File: src/csn_pkg.sv
// Shared types and constants for the channel sequence numberer.
`default_nettype none
package csn_pkg;

  localparam int SEQ_W   = 16;
  localparam int ORDER_W = 32;
  localparam int CHAN_W  = 4;

  typedef enum logic {
    ST_IDLE,
    ST_CALC
  } state_t;

  // One channel's counter pair as held in the channel memory.
  typedef struct packed {
    logic [SEQ_W-1:0] rel;
    logic [SEQ_W-1:0] unrel;
  } entry_t;

  // Write-back request into the channel memory (address travels separately).
  typedef struct packed {
    logic   en;
    entry_t data;
  } wr_req_t;

endpackage
`default_nettype wire

File: src/csn_chan_mem.sv
// Per-channel counter memory with registered reads and valid bits.
`default_nettype none
module csn_chan_mem #(
  parameter int DEPTH = 16,
  localparam int IDX_W = (DEPTH > 1) ? $clog2(DEPTH) : 1
) (
  input  wire logic               clk,
  input  wire logic               rst,
  input  wire logic               rd_en,
  input  wire logic [IDX_W-1:0]   rd_addr,
  output csn_pkg::entry_t         rd_data,
  input  wire csn_pkg::wr_req_t   wr,
  input  wire logic [IDX_W-1:0]   wr_addr
);
  import csn_pkg::*;

  entry_t           mem [DEPTH];
  logic [DEPTH-1:0] vld;
  entry_t           rd_raw;
  logic             rd_hit;

  always_ff @(posedge clk) begin
    if (wr.en) begin
      mem[wr_addr] <= wr.data;
    end
    if (rd_en) begin
      rd_raw <= mem[rd_addr];
    end
  end

  // valid bits stand in for clearing the array at reset
  always_ff @(posedge clk) begin
    if (rst) begin
      vld <= '0;
    end else if (wr.en) begin
      vld[wr_addr] <= 1'b1;
    end
  end

  always_ff @(posedge clk) begin
    if (rd_en) begin
      rd_hit <= vld[rd_addr];
    end
  end

  // an entry never written reads as zero
  assign rd_data = rd_hit ? rd_raw : '0;

`ifndef SYNTHESIS
  a_no_rw_overlap: assert property (@(posedge clk) disable iff (rst)
    !(wr.en && rd_en))
    else $error("channel memory read and write in the same cycle");
`endif

endmodule
`default_nettype wire

File: src/channel_sequence_numberer.sv
// An accepted request is captured with its channel memory read and worked out in the calc state.
// A request is taken only when the last is through: channel memory read, then write-back.
// The result goes to the output register once that register is free; the next request is taken
// while a finished result waits there. Reset: synchronous; clears the peer-wide counters and
// the channel valid bits at once, so requests are taken right after reset with no clearing pass.
`default_nettype none
module channel_sequence_numberer #(
  parameter int CHANNEL_COUNT = 16
) (
  input  wire logic                          clk,
  input  wire logic                          rst,
  input  wire logic                          in_valid,
  output logic                               in_ready,
  input  wire logic                          is_control,
  input  wire logic [csn_pkg::CHAN_W-1:0]    channel,
  input  wire logic                          wants_ack,
  input  wire logic                          unsequenced,
  input  wire logic                          first_fragment,
  input  wire logic                          carries_packet,
  output logic                               out_valid,
  input  wire logic                          out_ready,
  output logic [csn_pkg::SEQ_W-1:0]          reliable_seq,
  output logic [csn_pkg::SEQ_W-1:0]          unreliable_seq,
  output logic [csn_pkg::SEQ_W-1:0]          unsequenced_group,
  output logic                               to_reliable_queue,
  output logic [csn_pkg::ORDER_W-1:0]        queue_order
);
  import csn_pkg::*;

  localparam int IDX_W = (CHANNEL_COUNT > 1) ? $clog2(CHANNEL_COUNT) : 1;
  localparam logic [8:0] CNT = 9'(CHANNEL_COUNT);

  state_t state, state_next;

  // captured request
  logic             r_ctl, r_ack, r_unseq, r_first, r_pkt, r_ok;
  logic [IDX_W-1:0] r_idx;

  // peer-wide counters
  logic [SEQ_W-1:0]   ctl_rel, ctl_rel_next;
  logic [SEQ_W-1:0]   grp, grp_next;
  logic [ORDER_W-1:0] order_cnt, order_cnt_next;

  logic                 accept, calc_done;
  logic [IDX_W+3:0]     ch_wide;
  logic [IDX_W-1:0]     ch_idx;
  logic                 ch_ok;
  entry_t               entry;
  wr_req_t              wr;
  logic [SEQ_W-1:0]     rel_val, unrel_val;
  logic                 out_valid_next;

  assign ch_wide = {{IDX_W{1'b0}}, channel};
  assign ch_idx  = ch_wide[IDX_W-1:0];
  assign ch_ok   = {5'b0, channel} < CNT;

  assign in_ready  = (state == ST_IDLE);
  assign accept    = in_valid && in_ready;
  assign calc_done = (state == ST_CALC) && (!out_valid || out_ready);

  csn_chan_mem #(.DEPTH(CHANNEL_COUNT)) u_mem (
    .clk     (clk),
    .rst     (rst),
    .rd_en   (accept),
    .rd_addr (ch_idx),
    .rd_data (entry),
    .wr      (wr),
    .wr_addr (r_idx)
  );

  always_ff @(posedge clk) begin
    if (accept) begin
      r_ctl   <= is_control;
      r_ack   <= wants_ack;
      r_unseq <= unsequenced;
      r_first <= first_fragment;
      r_pkt   <= carries_packet;
      r_ok    <= ch_ok;
      r_idx   <= ch_idx;
    end
  end

  always_ff @(posedge clk) begin
    if (rst) begin
      state     <= ST_IDLE;
      ctl_rel   <= '0;
      grp       <= '0;
      order_cnt <= '0;
      out_valid <= 1'b0;
    end else begin
      state     <= state_next;
      ctl_rel   <= ctl_rel_next;
      grp       <= grp_next;
      order_cnt <= order_cnt_next;
      out_valid <= out_valid_next;
    end
  end

  always_comb begin
    state_next     = state;
    ctl_rel_next   = ctl_rel;
    grp_next       = grp;
    order_cnt_next = order_cnt;
    rel_val        = '0;
    unrel_val      = '0;
    wr.en          = 1'b0;
    wr.data        = entry;
    out_valid_next = out_valid && !out_ready;

    unique case (state)
      ST_IDLE: begin
        if (accept) begin
          state_next = ST_CALC;
        end
      end
      ST_CALC: begin
        if (calc_done) begin
          state_next     = ST_IDLE;
          out_valid_next = 1'b1;
          order_cnt_next = order_cnt + 1'b1;
          priority if (r_ctl) begin
            ctl_rel_next = ctl_rel + 1'b1;
            rel_val      = ctl_rel_next;
          end else if (r_ack) begin
            if (r_ok) begin
              wr.en         = 1'b1;
              wr.data.rel   = entry.rel + 1'b1;
              wr.data.unrel = '0;
              rel_val       = wr.data.rel;
            end
          end else if (r_unseq) begin
            grp_next = grp + 1'b1;
          end else if (r_ok) begin
            // unreliable count advances on the first fragment only
            wr.en         = r_first;
            wr.data.unrel = r_first ? entry.unrel + 1'b1 : entry.unrel;
            rel_val       = entry.rel;
            unrel_val     = wr.data.unrel;
          end
        end
      end
      default: begin
        state_next = ST_IDLE;
      end
    endcase
  end

  always_ff @(posedge clk) begin
    if (calc_done) begin
      reliable_seq      <= rel_val;
      unreliable_seq    <= unrel_val;
      unsequenced_group <= grp_next;
      to_reliable_queue <= r_ack && r_pkt;
      queue_order       <= order_cnt_next;
    end
  end

`ifndef SYNTHESIS
  a_accept_to_calc: assert property (@(posedge clk) disable iff (rst)
    accept |=> (state == ST_CALC))
    else $error("accepted request did not move to calc");

  a_order_step: assert property (@(posedge clk) disable iff (rst)
    calc_done |=> (order_cnt == $past(order_cnt) + 1'b1) && out_valid)
    else $error("queue order did not advance with a result");

  a_calc_holds: assert property (@(posedge clk) disable iff (rst)
    ((state == ST_CALC) && !calc_done) |=> (state == ST_CALC) && $stable(order_cnt))
    else $error("calc left without a free output register");

  a_no_idle_write: assert property (@(posedge clk) disable iff (rst)
    (state == ST_IDLE) |-> !wr.en)
    else $error("channel memory written while idle");
`endif

endmodule
`default_nettype wire
File: config.mk
export PLATFORM = sky130hd
export DESIGN_NAME = channel_sequence_numberer
export DESIGN_NICKNAME = d
export VERILOG_FILES = /design/src/csn_pkg.sv /design/src/csn_chan_mem.sv /design/src/channel_sequence_numberer.sv
export SDC_FILE = /design/constraint.sdc
export NUM_CORES = 1
export LEC_CHECK = 0
export BUFFER_PORTS_ARGS = -buffer_cell sky130_fd_sc_hd__buf_2
export CAP_MARGIN = 20
export CORE_MARGIN = 2
export CORE_UTILIZATION = 61
export CTS_CLUSTER_SIZE = 40
export DETAILED_ROUTE_END_ITERATION = 8
export PLACE_DENSITY = 0.78
export SYNTH_ARGS = -nofsm -noshare
export SYNTH_HDL_FRONTEND = slang
export SYNTH_SLANG_ARGS = --single-unit
File: constraint.sdc
create_clock -name clk -period 9.85 [get_ports clk]
set_input_delay 0.985 -clock clk [delete_from_list [all_inputs] [get_ports clk]]
set_output_delay 0.985 -clock clk [all_outputs]
set_load 0.01 [all_outputs]
### Word-level counts from Yosys, hierarchy flattened

Memory sizes are Yosys's and may differ from the RTL's. A register that Yosys moved wholly into a read port is not among the register bits.
Index checks and enable logic that the tools add are counted.

| cells by class | value |
|---|---|
| add/subtract/negate cells | 5 |
| multiply operators | 0 |
| div/mod/pow operators | 0 |
| $lt $le $gt $ge | 3 |
| equal/unequal tests | 0 |
| shift operators | 0 |
| mux-type cells | 31 |
| bitwise gates (word level) | 2 |
| reductions and logical operators | 10 |

Operator list:

| operator | number |
|---|---|
| 16-bit 2-to-1 mux | 12 |
| 33-bit 2-to-1 mux | 3 |
| 32-bit 2-to-1 mux | 3 |
| 16-bit by 1-bit adder with 16-bit output, second input constant | 4 |
| 32-bit by 1-bit adder with 32-bit output, second input constant | 1 |
| 16-bit OR | 1 |
| 4-bit by 5-bit less-than comparator with 1-bit output, second input constant | 2 |
| 1-bit 2-to-1 mux | 10 |
| 1-bit logical AND | 5 |
| 1-bit binary-select mux with 4-bit select | 1 |
| 1-bit demux with 4-bit select | 1 |
| 4-bit by 1-bit greater-or-equal comparator with 1-bit output, second input constant | 1 |
| 4-bit OR reduction | 1 |
| 3-bit AND reduction | 1 |
| 1-bit logical NOT | 2 |
| 1-bit one-hot mux with 2 select lines | 1 |
| 1-bit logical OR | 1 |
| 1-bit inverter | 1 |

| word-level totals | value |
|---|---|
| register bits after elaboration | 173 |
| latch bits | 0 |
| memory bits (writable) | 512 |
| ROM bits | 0 |
| bits of input ports | 13 |
| output and inout bits | 83 |
| word-level logic and storage cells | 70 |
| memories kept | 1 |

Memories:

| name | depth | width | read ports | clocked after Yosys merged registers in | wr ports | RTL line | text |
|---|---|---|---|---|---|---|---|
| u_mem.mem | 16 | 32 | 1 | 1 | 1 | csn_chan_mem.sv:17 | `entry_t mem [DEPTH];` |

### Logic depth before layout (Yosys ltp)

Gate-level depths: netlist (run 1).

| depth | value |
|---|---|
| depth after elaboration | 10 |
| mapped depth | 9 |
| mapped depth without buffers | 6 |

### Cells and area by module

Synthesis (run 1) repeated with hierarchy kept, for this count alone.

| unflattened totals | value |
|---|---|
| cell total of the unflattened synthesis | 1651 |
| area, all modules | 28652.5 sq um |

Modules (own cells, without submodules):

| module | times used | cells each | area each (sq um) |
|---|---|---|---|
| csn_chan_mem | 1 | 942 | 21219.1 |
| channel_sequence_numberer | 1 | 709 | 7433.4 |

### Least setup slack after synthesis (run 1)

No wires, ideal clock.

| path | value |
|---|---|
| kind | input-to-reg |
| start | input port out_ready |
| end | memory u_mem.mem[4][0] (netlist bit) (enable) |
| setup time | 0.461 ns |
| arrival | 4.262 ns |
| data required time | 9.389 ns |
| slack | 5.127 ns |
| cell stages on the path | 5 |
| buffers on the path | 1 |
| path through | nand2b_1 > nand3_2 > or4b_2 > clkbuf_1 > nor3_1 |

| on the way | value |
|---|---|
| word-level cells in the longest chain between the ends | 6 |

RTL lines:

| element | RTL line | text |
|---|---|---|
| start: declaration | channel_sequence_numberer.sv:21 | `input wire logic out_ready,` |
| 1-bit logical OR | channel_sequence_numberer.sv:59 | `assign calc_done = (state == ST_CALC) && (!out_valid \|\| out_ready);` |
| 1-bit logical AND | channel_sequence_numberer.sv:59 |  |
| 33-bit 2-to-1 mux | channel_sequence_numberer.sv:117 | `if (calc_done) begin` |
| 33-bit 2-to-1 mux | channel_sequence_numberer.sv:110 | `unique case (state)` |
| 1-bit 2-to-1 mux | csn_chan_mem.sv:23 | `if (wr.en) begin` |
| 1-bit 2-to-1 mux (not written as such) | csn_chan_mem.sv:24 | `mem[wr_addr] <= wr.data;` |
| end: declaration | csn_chan_mem.sv:17 |  |

No other way between the ends.

### Final worst setup path (run 1)

| path | value |
|---|---|
| start | register r_ctl |
| end | memory u_mem.mem[0][27] (netlist bit) (enable) |

| on the way | value |
|---|---|
| word-level cells in the longest chain between the ends | 5 |

RTL lines:

| element | RTL line | text |
|---|---|---|
| start: declaration | channel_sequence_numberer.sv:36 | `logic r_ctl, r_ack, r_unseq, r_first, r_pkt, r_ok;` |
| start signal: assignment | channel_sequence_numberer.sv:73 | `r_ctl <= is_control;` |
| 33-bit 2-to-1 mux | channel_sequence_numberer.sv:121 | `priority if (r_ctl) begin` |
| 33-bit 2-to-1 mux | channel_sequence_numberer.sv:117 |  |
| 33-bit 2-to-1 mux | channel_sequence_numberer.sv:110 |  |
| 1-bit 2-to-1 mux | csn_chan_mem.sv:23 |  |
| 1-bit 2-to-1 mux (not written as such) | csn_chan_mem.sv:24 |  |

No other way between the ends.

==> out/qor.csv, run 1 <==
stage,metric,value,unit
cts,CTS tree,done,
finish,post-route cell area,33100,um^2
sta,endpoints failing hold,0,
pwr,Clock Power Share,41.5,%
logic_synthesis,Synth Area per Inst,17.2,um^2
sta,fin crit share,43.1,%
placement,Post-Place Cell Area,30600,um^2
logic_synthesis,"Primary FF master, synth",edfxtp_1,
sta,actual slew at the worst max-slew pin,1.12,ns
cts,Sink Count,717,
critical_path,Critical-path top delay cell,nor3_2,
critical_path,cell family contributing the most delay on the critical path,simple AND/OR/NAND/NOR gates,
routing,Vias,16611,
floorplan,Initial Utilization,61.7,%
status,status,completed,
cts,PostCTS Resize Cnt,0,
critical_path,number of stages on the worst setup path,5,
routing,vias per cell,6.66,
routing,drt first pass iters,6,
placement,placed cell count,2351,
cts,clock latency on the worst-skew pair,0.61,ns
finish,"most common cell after layout, fill and taps aside",edfxtp_1,
routing,"antenna viol nets, final",0,
cts,Post CTS Setup Buffer Count,0,
cts,clk slew on worst S/H paths,0.06,ns
logic_synthesis,"EDFF count, synth",635,
global_route,vias in the first global route,16221,
logic_synthesis,Synth Warn #,0,
critical_path,crit path DAT,4.49,ns
global_route,pin count of the biggest net entering global routing,103,
job,total of max-cap violations,0,
routing,DRC viols,0,
sta,unrepaired setup endpoints after global routing,no,
pwr,IR Drop Worst-Case VDD,0.278,mV
logic_synthesis,Synth async-reset ratio,0,%
logic_synthesis,Mapped Area,29400,um^2
cts,Clock Tree Buf Depth,3,
sta,f_max,235,MHz
pwr,Leak,10.8,nW
critical_path,CP Buf/Inv Count,1,
pwr,Pint,0.00497,W
critical_path,Crit Path Class,flip-flop to flip-flop,
global_route,gr usage total,27.5,%
routing,1st-iter DRT viols,2043,
global_route,first-pass GRT wire length,101,mm
finish,share of cells above drive strength 1,25.9,%
placement,HPWL Detailed,36.5,mm
pwr,PD cells,190,nW/um^2
sta,Max-slew headroom,25.4,%
floorplan,die height,223,um
critical_path,r2r startpoint,r_ctl$_DFFE_PP_,
cts,"Hold-fix buffers, CTS",0,
critical_path,capturing point of the worst reg2reg path,u_mem.mem[0][27]$_DFFE_PP_,
finish,"non-filler cells, final",2493,
sta,final slew viol count,0,
critical_path,R2R depth,5,
pwr,Sequential Power Share,53.8,%
finish,fin util,69.4,%
critical_path,critical path launch point type,flip-flop,
critical_path,worst path cell trace,nor2b_1 > nand3_2 > or4_1 > nor3_2 > buf_4,
routing,drt total wl,67.8,mm
finish,Fillers,2976,
sta,Period minus WS final,4.25,ns
worst_hold_path,hold crit path type,flip-flop to flip-flop,
logic_synthesis,sequential element share of the synthesized area,70.5,%
global_route,initial antenna violation count,0,
global_route,GRT overflow,0,
logic_synthesis,number of synthesized register bits,717,
routing,post-detailed-route wirelength per cell,27.2,um
logic_synthesis,Yosys cell types,68,
sta,Clock Skews,0.0220,ns
sta,Setup TNS Final,0,ns
cts,CTS Root Buffer Type,clkbuf_16,
finish,area growth from synthesis to layout,12.6,%
floorplan,Die Wd,223,um
critical_path,crit-path max FO,28,
logic_synthesis,Cells after Synth,1708,
critical_path,crit path to,u_mem.mem[0][27]$_DFFE_PP_,
floorplan,DIE AREA,49900,um^2
floorplan,Top Ports,96,
floorplan,num rows,80,
pwr,Power Total,0.00629,W
pwr,switching power,0.00133,W
placement,Placer Congestion,0.900,
critical_path,slowest cell delay on critical path,0.84,ns
finish,fin nets,1843,
logic_synthesis,syn_nets,1725,
pwr,Logic pwr share,4.7,%
critical_path,reg2reg setup slack,5.60,ns
finish,Antenna diodes,0,
pwr,switch share,21.1,%
critical_path,CP Capture Type,flip-flop,
critical_path,critical path data required time,10.09,ns
cts,Num CTS Buffers,70,
cts,H-tree depth,3,
sta,Final setup viols,0,
floorplan,core area,47600,um^2
critical_path,CP startpoint,r_ctl$_DFFE_PP_,
finish,most frequent cells in the layout,"635 x edfxtp_1, 165 x mux4_2, 93 x buf_2",
placement,Port-buffer cells,95,
## cell usage after synthesis, drive strengths merged (3+ instances only)
| master | count | area (um^2) |
|---|---|---|
| o41ai | 3 | 26.3 |
| a221oi | 5 | 43.8 |
| o21ai | 31 | 155 |
| mux2 | 21 | 236 |
| buf | 36 | 185 |
| nor3 | 19 | 95.1 |
| mux4 | 165 | 3720 |
| o22ai | 20 | 125 |
| nand4 | 34 | 225 |
| o211ai | 6 | 45.0 |
| a21oi | 49 | 245 |
| clkbuf | 65 | 245 |
| or4b | 3 | 30.0 |
| dfxtp | 82 | 1640 |
| nor2b | 30 | 188 |
| mux2i | 6 | 60.1 |
| inv | 31 | 116 |
| nand4b | 5 | 43.8 |
| ha | 4 | 50.1 |
| and2 | 14 | 87.6 |
| o31ai | 17 | 128 |
| nor2 | 66 | 250 |
| o311ai | 3 | 26.3 |
| nand3b | 3 | 22.5 |
| and3 | 13 | 82.6 |
| a31oi | 8 | 50.1 |
| xnor2 | 46 | 403 |
| or2 | 5 | 31.3 |
| nand3 | 47 | 245 |
| nor4b | 3 | 32.5 |
| nor4 | 29 | 251 |
| or3 | 24 | 150 |
| nand2b | 7 | 53.8 |
| and4 | 9 | 80.1 |
| nand2 | 90 | 338 |
| edfxtp | 635 | 19100 |
| or4 | 30 | 234 |
| xor2 | 23 | 201 |
## logic make-up (layout without fill, tap and decap cells)
family          count (synthesis)  after routing  synth area share, %
flops                         717            717                 70.5
simple gates                  432            432                 8.33
mux                           192            192                 13.7
compound gates                161            161                 3.41
buf+inv                       133            303                 1.87
xor+xnor                       69             69                 2.06
fa+ha+maj                       4              4                0.170
## registers in the layout, indices dropped and copies added, names as in the netlist, 32 cells and up
register and cells:
queue_order 32, u_mem.mem 512, order_cnt 32, u_mem.rd_raw 32
## worst min-delay path, stage by stage, from the launching register on
cell	delay [ns]
dfxtp_1	0.31
inv_1	0.05
o22ai_1	0.07
## worst min path at each step
stage	startpoint	to	slack, ns	cells after the start
after global placement	u_mem.vld[6]$_SDFFE_PP0P_	u_mem.vld[6]$_SDFFE_PP0P_	0.46	2
final	u_mem.vld[15]$_SDFFE_PP0P_	u_mem.vld[15]$_SDFFE_PP0P_	0.48	2
after floorplan	u_mem.vld[10]$_SDFFE_PP0P_	u_mem.vld[10]$_SDFFE_PP0P_	0.45	2
after CTS	u_mem.vld[3]$_SDFFE_PP0P_	u_mem.vld[3]$_SDFFE_PP0P_	0.48	2
after global routing	u_mem.vld[0]$_SDFFE_PP0P_	u_mem.vld[0]$_SDFFE_PP0P_	0.50	2
after detailed placement	u_mem.vld[3]$_SDFFE_PP0P_	u_mem.vld[3]$_SDFFE_PP0P_	0.47	2
## power by group through the flow
stage	Combinational, W	Sequential [W]	Clock, W
detailed placement	0.000281	0.00345	0
finish	0.000295	0.00339	0.00261
floorplan	0.000191	0.00344	0
global placement	0.000271	0.00345	0
CTS	0.000287	0.00339	0.00265
global route	0.000314	0.00339	0.00275
## metal layers
layer	vias up	track usage (%)	wire length, um
li1	7101	-	-
met1	8371	38.0	26200
met2	977	44.9	33200
met3	162	5.39	6260
met4	0	8.71	2100
met5	-	0	0
## final cells by class
cell class                 count  area, um^2  share of cell area [%]
inverter                      32         121                   0.367
clock buffer                  82        1850                    5.59
sequential                   717       20700                    62.6
multi-input combinational    858        8260                    25.0
tap                          615         769                    2.33
clock inverter                42         377                    1.14
timing repair buffer         147         983                    2.97
## through the flow
step                      hold slack, ns  setup WS, ns
final                              0.477          5.60
after global routing               0.497          5.31
after CTS                          0.476          5.62
after detailed placement           0.466          5.33
after global placement             0.458          5.47
after floorplan                    0.446          5.13
(Power assumes the default switching activity.)
==> run 2: changes to the inputs <==
- CORE_UTILIZATION: 61 -> 56
- PLACE_DENSITY: 0.78 -> 0.76
- clock period: 9.85 -> 3.5 ns (I/O delays scaled with it)
==> run 2 against run 1 <==
  * Sequential cell count unchanged
  * Global-route usage down 2.6 points
  * Non-clock buffer count rose by 32
  * Fmax grew 40%
  * Sequential power rose to 2.8 times the previous value
  * Hold slack got worse by 0.20 ns
  * Final cell count up 4.0%
  * First-iteration DRC count down 25%
  * Combinational power rose to 2.9 times the previous value
  * Clock-buffer cell count up 8
  * Core utilization decreased by 4.2 points
  * Setup slack got worse by 5.1 ns
  * Critical path type unchanged
  * Critical endpoint is now u_mem.mem[2][13]$_DFFE_PP_
  * Largest cell class unchanged
==> out/qor.csv, run 2 (synthesis results as in run 1) <==
stage,metric,value,unit,change
status,status,completed,,
floorplan,num rows,83,,+3.8%
sta,final slew viol count,0,,unchanged
finish,area growth from synthesis to layout,14.6,%,
sta,Final setup viols,0,,unchanged
cts,Num CTS Buffers,70,,unchanged
floorplan,Top Ports,96,,unchanged
sta,f_max,329,MHz,+40%
critical_path,r2r startpoint,r_unseq$_DFFE_PP_,,
sta,Hold WS,0.281,ns,-0.196 ns
cts,clock latency on the worst-skew pair,0.62,ns,about the same
cts,Sink Count,717,,unchanged
routing,drt total wl,65.9,mm,-2.7%
critical_path,worst path cell trace,or4b_2 > nor2_2 > nand4_1 > o211ai_1,,
critical_path,crit-path max FO,16,,-43%
global_route,initial antenna violation count,0,,unchanged
routing,"antenna viol nets, final",0,,unchanged
pwr,Logic pwr share,4.7,%,about the same
routing,post-detailed-route wirelength per cell,25.4,um,-6.5%
worst_hold_path,min-delay src,channel[1],,
finish,share of cells above drive strength 1,27.0,%,+1.1 points
finish,Register Area,20700,um^2,unchanged
routing,drt first pass iters,6,,unchanged
pwr,switch share,20.6,%,-0.54 points
critical_path,Critical-path top delay cell,or4b_2,,
floorplan,core area,51600,um^2,+8.3%
sta,actual slew at the worst max-slew pin,1.18,ns,+0.0621 ns
pwr,IR Drop Worst-Case VDD,0.352,mV,+27%
finish,most frequent cells in the layout,"635 x edfxtp_1, 165 x mux4_2, 93 x buf_2",,
finish,max reg flops,512,,unchanged
global_route,vias in the first global route,16356,,+0.83%
critical_path,critical path data required time,3.76,ns,-6.33 ns
pwr,PD cells,541,nW/um^2,+180%
finish,"most common cell after layout, fill and taps aside",edfxtp_1,,
routing,1st-iter DRT viols,1542,,-25%
cts,PostCTS Resize Cnt,0,,unchanged
pwr,Clock Power Share,43.0,%,+1.5 points
floorplan,Initial Utilization,56.9,%,-4.7 points
pwr,Sequential Power Share,52.2,%,-1.6 points
critical_path,crit path DAT,3.30,ns,-1.19 ns
finish,fin nets,1875,,+1.7%
cts,CTS tree,done,,
floorplan,DIE AREA,54300,um^2,+8.8%
cts,clk slew on worst S/H paths,0.07,ns,about the same
placement,Port-buffer cells,95,,unchanged
sta,Clock Skews,0.0235,ns,+0.00150 ns
placement,Placer Congestion,0.900,,about the same
job,total of max-cap violations,0,,unchanged
routing,DRC viols,0,,unchanged
finish,Top reg by flops,u_mem.mem,,
sta,Period minus WS final,3.04,ns,-1.21 ns
sta,endpoints failing hold,0,,unchanged
routing,Vias,16581,,-0.18%
global_route,pin count of the biggest net entering global routing,61,,-41%
floorplan,Die Wd,233,um,+4.3%
cts,Post CTS Setup Buffer Count,0,,unchanged
sta,unrepaired setup endpoints after global routing,no,,
cts,H-tree depth,3,,unchanged
critical_path,CP Capture Type,flip-flop,,
cts,CTS Root Buffer Type,clkbuf_16,,
critical_path,Crit Path Class,flip-flop to flip-flop,,
pwr,Pint,0.0145,W,+190%
global_route,gr usage total,24.9,%,-2.6 points
critical_path,slowest cell delay on critical path,0.89,ns,+0.05 ns
placement,HPWL Detailed,38.9,mm,+6.6%
critical_path,critical path launch point type,flip-flop,,
sta,fin crit share,86.9,%,+44 points
global_route,first-pass GRT wire length,99.8,mm,-0.94%
sta,Setup TNS Final,0,ns,unchanged
routing,vias per cell,6.39,,-4.0%
finish,Fillers,3359,,+13%
pwr,switching power,0.00374,W,+180%
worst_hold_path,hold crit path type,input port to flip-flop,,
finish,Antenna diodes,0,,unchanged
sta,Max-slew headroom,21.3,%,-4.1 points
finish,Multi-input gate area,8260,um^2,about the same
pwr,Leak,11.0,nW,+2.5%
cts,Clock Tree Buf Depth,3,,unchanged
critical_path,CP startpoint,r_unseq$_DFFE_PP_,,
floorplan,die height,233,um,+4.3%
global_route,GRT overflow,0,,unchanged
## run 2: worst max-delay path: cells and delay by family, from the launching register on
family / cells / cell delay [ns]
and+or+nand+nor: 3 / 1.63
AOI/OAI and AO/OA: 1 / 0.54
DFF: 1 / 0.51
## run 2: layout make-up
type / instances / area share, %
multi-input combinational: 858 / 24.6
timing repair buffer: 179 / 3.88
clock inverter: 37 / 1.35
inverter: 32 / 0.361
tap: 680 / 2.53
clock buffer: 90 / 5.80
sequential: 717 / 61.5
## run 2: power groups by stage
stage	Sequential, W	Combinational [W]	Clock [W]
after floorplan	0.00968	0.000538	0
after global placement	0.00968	0.000819	0
after detailed placement	0.00969	0.000845	0
after CTS	0.00950	0.000861	0.00795
after global routing	0.00951	0.000923	0.00825
final	0.00951	0.000860	0.00784
## run 2: final timing paths
check / cells after the start / slack [ns] / to
max reg2reg: 4 / 0.46 / u_mem.mem[2][13]$_DFFE_PP_
max: 4 / 0.46 / u_mem.mem[2][13]$_DFFE_PP_
min reg2reg: 2 / 0.48 / u_mem.vld[5]$_SDFFE_PP0P_
min: 1 / 0.28 / r_idx[1]$_DFFE_PP_
## run 2: stage by stage
step / power (W) / area [um^2] / std cells / setup slack [ns] / util, %
final: 0.0182 / 33700 / 2593 / 0.457 / 65.2
after global routing: 0.0187 / 33700 / 2593 / 0.386 / 65.2
after CTS: 0.0183 / 33600 / 2590 / 0.570 / 65.2
after detailed placement: 0.0105 / 31200 / 2458 / 0.592 / 60.4
after global placement: 0.0105 / 31200 / 2458 / 0.731 / 60.4
after floorplan: 0.0102 / 29400 / 1708 / 0.0309 / -
## run 2: what timing repair did
item,CTS,global route
hold buffers,5,0
endpoints found under the hold margin,5,0
endpoints found under the setup margin,0,0
## run 2: per-layer routing
layer / wire length (um) / track usage, % / vias to the layer above
met3: 5680 / 3.71 / 123
met2: 32600 / 40.8 / 823
met1: 25600 / 34.2 / 8472
li1: - / - / 7163
met5: 0 / 0 / -
met4: 2040 / 9.67 / 0
==> run 3: changes to the inputs <==
- CORE_UTILIZATION: 56 -> 61
- PLACE_DENSITY: 0.76 -> 0.89
- clock period: 3.5 -> 2.86 ns (I/O delays scaled with it)
==> run 3 against run 2 <==
  * The flow now finishes with violations (design-rule violations)
  * Final cell count down 1.0%
  * Sequential share of layout area fell by 0.35 points
  * Clock skew rose by 0.0013 ns
  * Final area rose by 0.57%
  * Sequential cell count unchanged
  * Core utilization is 5.8 points higher
  * Clock-buffer cell count down 4
  * Combinational power rose by 35%
  * Via count is 5.3% higher
  * Clock power rose by 19%
  * Setup slack worse by 0.31 ns
==> out/qor.csv, run 3 (synthesis results as in run 1) <==
stage,metric,value,unit,change
cts,Num CTS Buffers,71,,+1.4%
critical_path,CP Capture Type,flip-flop,,
critical_path,reg2reg setup slack,0.15,ns,-0.31 ns
routing,vias per cell,6.80,,+6.3%
critical_path,critical path data required time,3.10,ns,-0.66 ns
critical_path,Crit Path Class,flip-flop to flip-flop,,
finish,max reg flops,512,,unchanged
sta,f_max,369,MHz,+12%
worst_hold_path,min-delay src,rst,,
placement,Placer Congestion,0.888,,-1.4%
sta,endpoints failing hold,0,,unchanged
cts,Sink Count,717,,unchanged
pwr,IR Drop Worst-Case VDD,0.534,mV,+52%
sta,unrepaired setup endpoints after global routing,no,,
finish,fin nets,1911,,+1.9%
routing,top sig layer,met4,,
global_route,initial antenna violation count,0,,unchanged
finish,fin util,71.0,%,+5.8 points
global_route,GRT overflow,0,,unchanged
critical_path,critical path launch point type,flip-flop,,
sta,actual slew at the worst max-slew pin,0.879,ns,-0.303 ns
sta,Period minus WS final,2.71,ns,-0.331 ns
placement,Port-buffer cells,95,,unchanged
routing,Post-Route M1 WL,26.9,mm,+5.2%
critical_path,r2r startpoint,r_ack$_DFFE_PP_,,
sta,Max-slew headroom,40.9,%,+20 points
floorplan,DIE AREA,49900,um^2,-8.1%
placement,HPWL Detailed,44.1,mm,+13%
global_route,first-pass GRT wire length,111,mm,+11%
routing,drt total wl,73.7,mm,+12%
floorplan,Initial Utilization,61.7,%,+4.7 points
routing,DRC viols,2,,+2
routing,post-detailed-route wirelength per cell,28.7,um,+13%
finish,Top reg by flops,u_mem.mem,,
routing,drt first pass iters,9,,+3
floorplan,Top Ports,96,,unchanged
sta,Hold WS,0.142,ns,-0.139 ns
floorplan,die height,223,um,-4.1%
floorplan,Die Wd,223,um,-4.1%
routing,met3 WL,7.13,mm,+25%
sta,Final setup viols,0,,unchanged
global_route,vias in the first global route,17577,,+7.5%
cts,PostCTS Resize Cnt,0,,unchanged
pwr,PD cells,653,nW/um^2,+21%
critical_path,capturing point of the worst reg2reg path,u_mem.mem[12][24]$_DFFE_PP_,,
cts,Post CTS Setup Buffer Count,0,,unchanged
pwr,Power Total,0.0221,W,+21%
cts,"Hold-fix buffers, CTS",5,,unchanged
routing,"antenna viol nets, final",0,,unchanged
cts,CTS tree,done,,
critical_path,crit path DAT,2.96,ns,-0.34 ns
sta,Setup TNS Final,0,ns,unchanged
routing,1st-iter DRT viols,2282,,+48%
finish,"most common cell after layout, fill and taps aside",edfxtp_1,,
sta,Clock Skews,0.0248,ns,+0.00127 ns
floorplan,num rows,80,,-3.6%
global_route,pin count of the biggest net entering global routing,57,,-6.6%
finish,area growth from synthesis to layout,15.2,%,
sta,fin crit share,94.8,%,+7.9 points
cts,clock latency on the worst-skew pair,0.61,ns,about the same
global_route,gr usage total,30.3,%,+5.3 points
cts,clk slew on worst S/H paths,0.06,ns,about the same
sta,final slew viol count,0,,unchanged
worst_hold_path,hold crit path type,input port to flip-flop,,
critical_path,crit-path max FO,28,,+12
routing,Vias,17453,,+5.3%
finish,most frequent cells in the layout,"635 x edfxtp_1, 165 x mux4_2, 93 x buf_2, 93 x buf_4, 90 x nand2_1",,
routing,DR WL met2,36.5,mm,+12%
worst_hold_path,Hold Path Sink,u_mem.vld[2]$_SDFFE_PP0P_,,
worst_hold_path,Hold Path Depth,2,,+1
status,failing checks,design-rule violations,,
pwr,Leak,11.2,nW,+1.3%
finish,Antenna diodes,0,,unchanged
critical_path,R2R depth,8,,+4
floorplan,core area,47600,um^2,-7.7%
status,status,"complete, but fails checks",,
cts,H-tree depth,3,,unchanged
job,total of max-cap violations,0,,unchanged
cts,CTS Root Buffer Type,clkbuf_16,,
finish,share of cells above drive strength 1,28.2,%,+1.2 points
cts,Clock Tree Buf Depth,3,,unchanged
==> run 3: changes by cell type in the layout (fill, tap and decap cells not counted), sizes merged <==
cell      previous run  this run
clkbuf              91        87
bufinv              10         7
buf                173       208
clkinvlp             0         3
clkinv              25        33
==> run 3: how the worst max path moves through the flow <==
stage / from / to / slack (ns) / depth (start not counted)
2_1_floorplan: r_ctl$_DFFE_PP_ / u_mem.mem[1][0]$_DFFE_PP_ / -0.42 / 7
3_3_place_gp: r_ack$_DFFE_PP_ / u_mem.mem[10][24]$_DFFE_PP_ / 0.35 / 5
3_5_place_dp: r_ack$_DFFE_PP_ / u_mem.mem[12][6]$_DFFE_PP_ / 0.20 / 8
4_1_cts: r_ack$_DFFE_PP_ / u_mem.mem[10][6]$_DFFE_PP_ / 0.14 / 5
5_1_grt: r_ack$_DFFE_PP_ / u_mem.mem[12][24]$_DFFE_PP_ / 0.04 / 8
6_report: r_ack$_DFFE_PP_ / u_mem.mem[12][24]$_DFFE_PP_ / 0.15 / 8
==> run 3: cell type report <==
class	instances	area, um^2
clock buffer	86	1850
tap	615	769
fill	2734	13800
inverter	32	121
multi-input combinational	858	8270
clock inverter	45	452
timing repair buffer	214	1670
sequential	717	20700
==> run 3: critical path: stages (launching register included) <==
cell and delay (ns):
edfxtp_1 0.45, buf_4 0.31, nor2b_1 0.10, nor3_1 0.19
buf_4 0.18, nand4b_1 0.21, buf_4 0.28, nor3_4 0.16
buf_4 0.44
==> run 3: per-layer routing <==
layer  up-vias  track usage (%)
met1      8737             40.1
met5         -                0
met2      1214             50.0
met3       247             5.76
met4         0             12.8
li1       7255                -
==> run 3: power by group <==
group | total, W | internal (W) | switching [W] | leakage, nW
Combinational | 0.00116 | 0.000459 | 0.000696 | 3.55
Clock | 0.00930 | 0.00531 | 0.00399 | 1.13
Sequential | 0.0116 | 0.0115 | 0.000101 | 6.52
==> run 3: through the flow <==
stage | cells | setup slack (ns) | instance area [um^2]
floorplan | 1708 | -0.425 | 29500
global placement | 2427 | 0.346 | 31500
detailed placement | 2427 | 0.203 | 31500
CTS | 2563 | 0.143 | 33800
global route | 2567 | 0.0398 | 33800
finish | 2567 | 0.148 | 33800
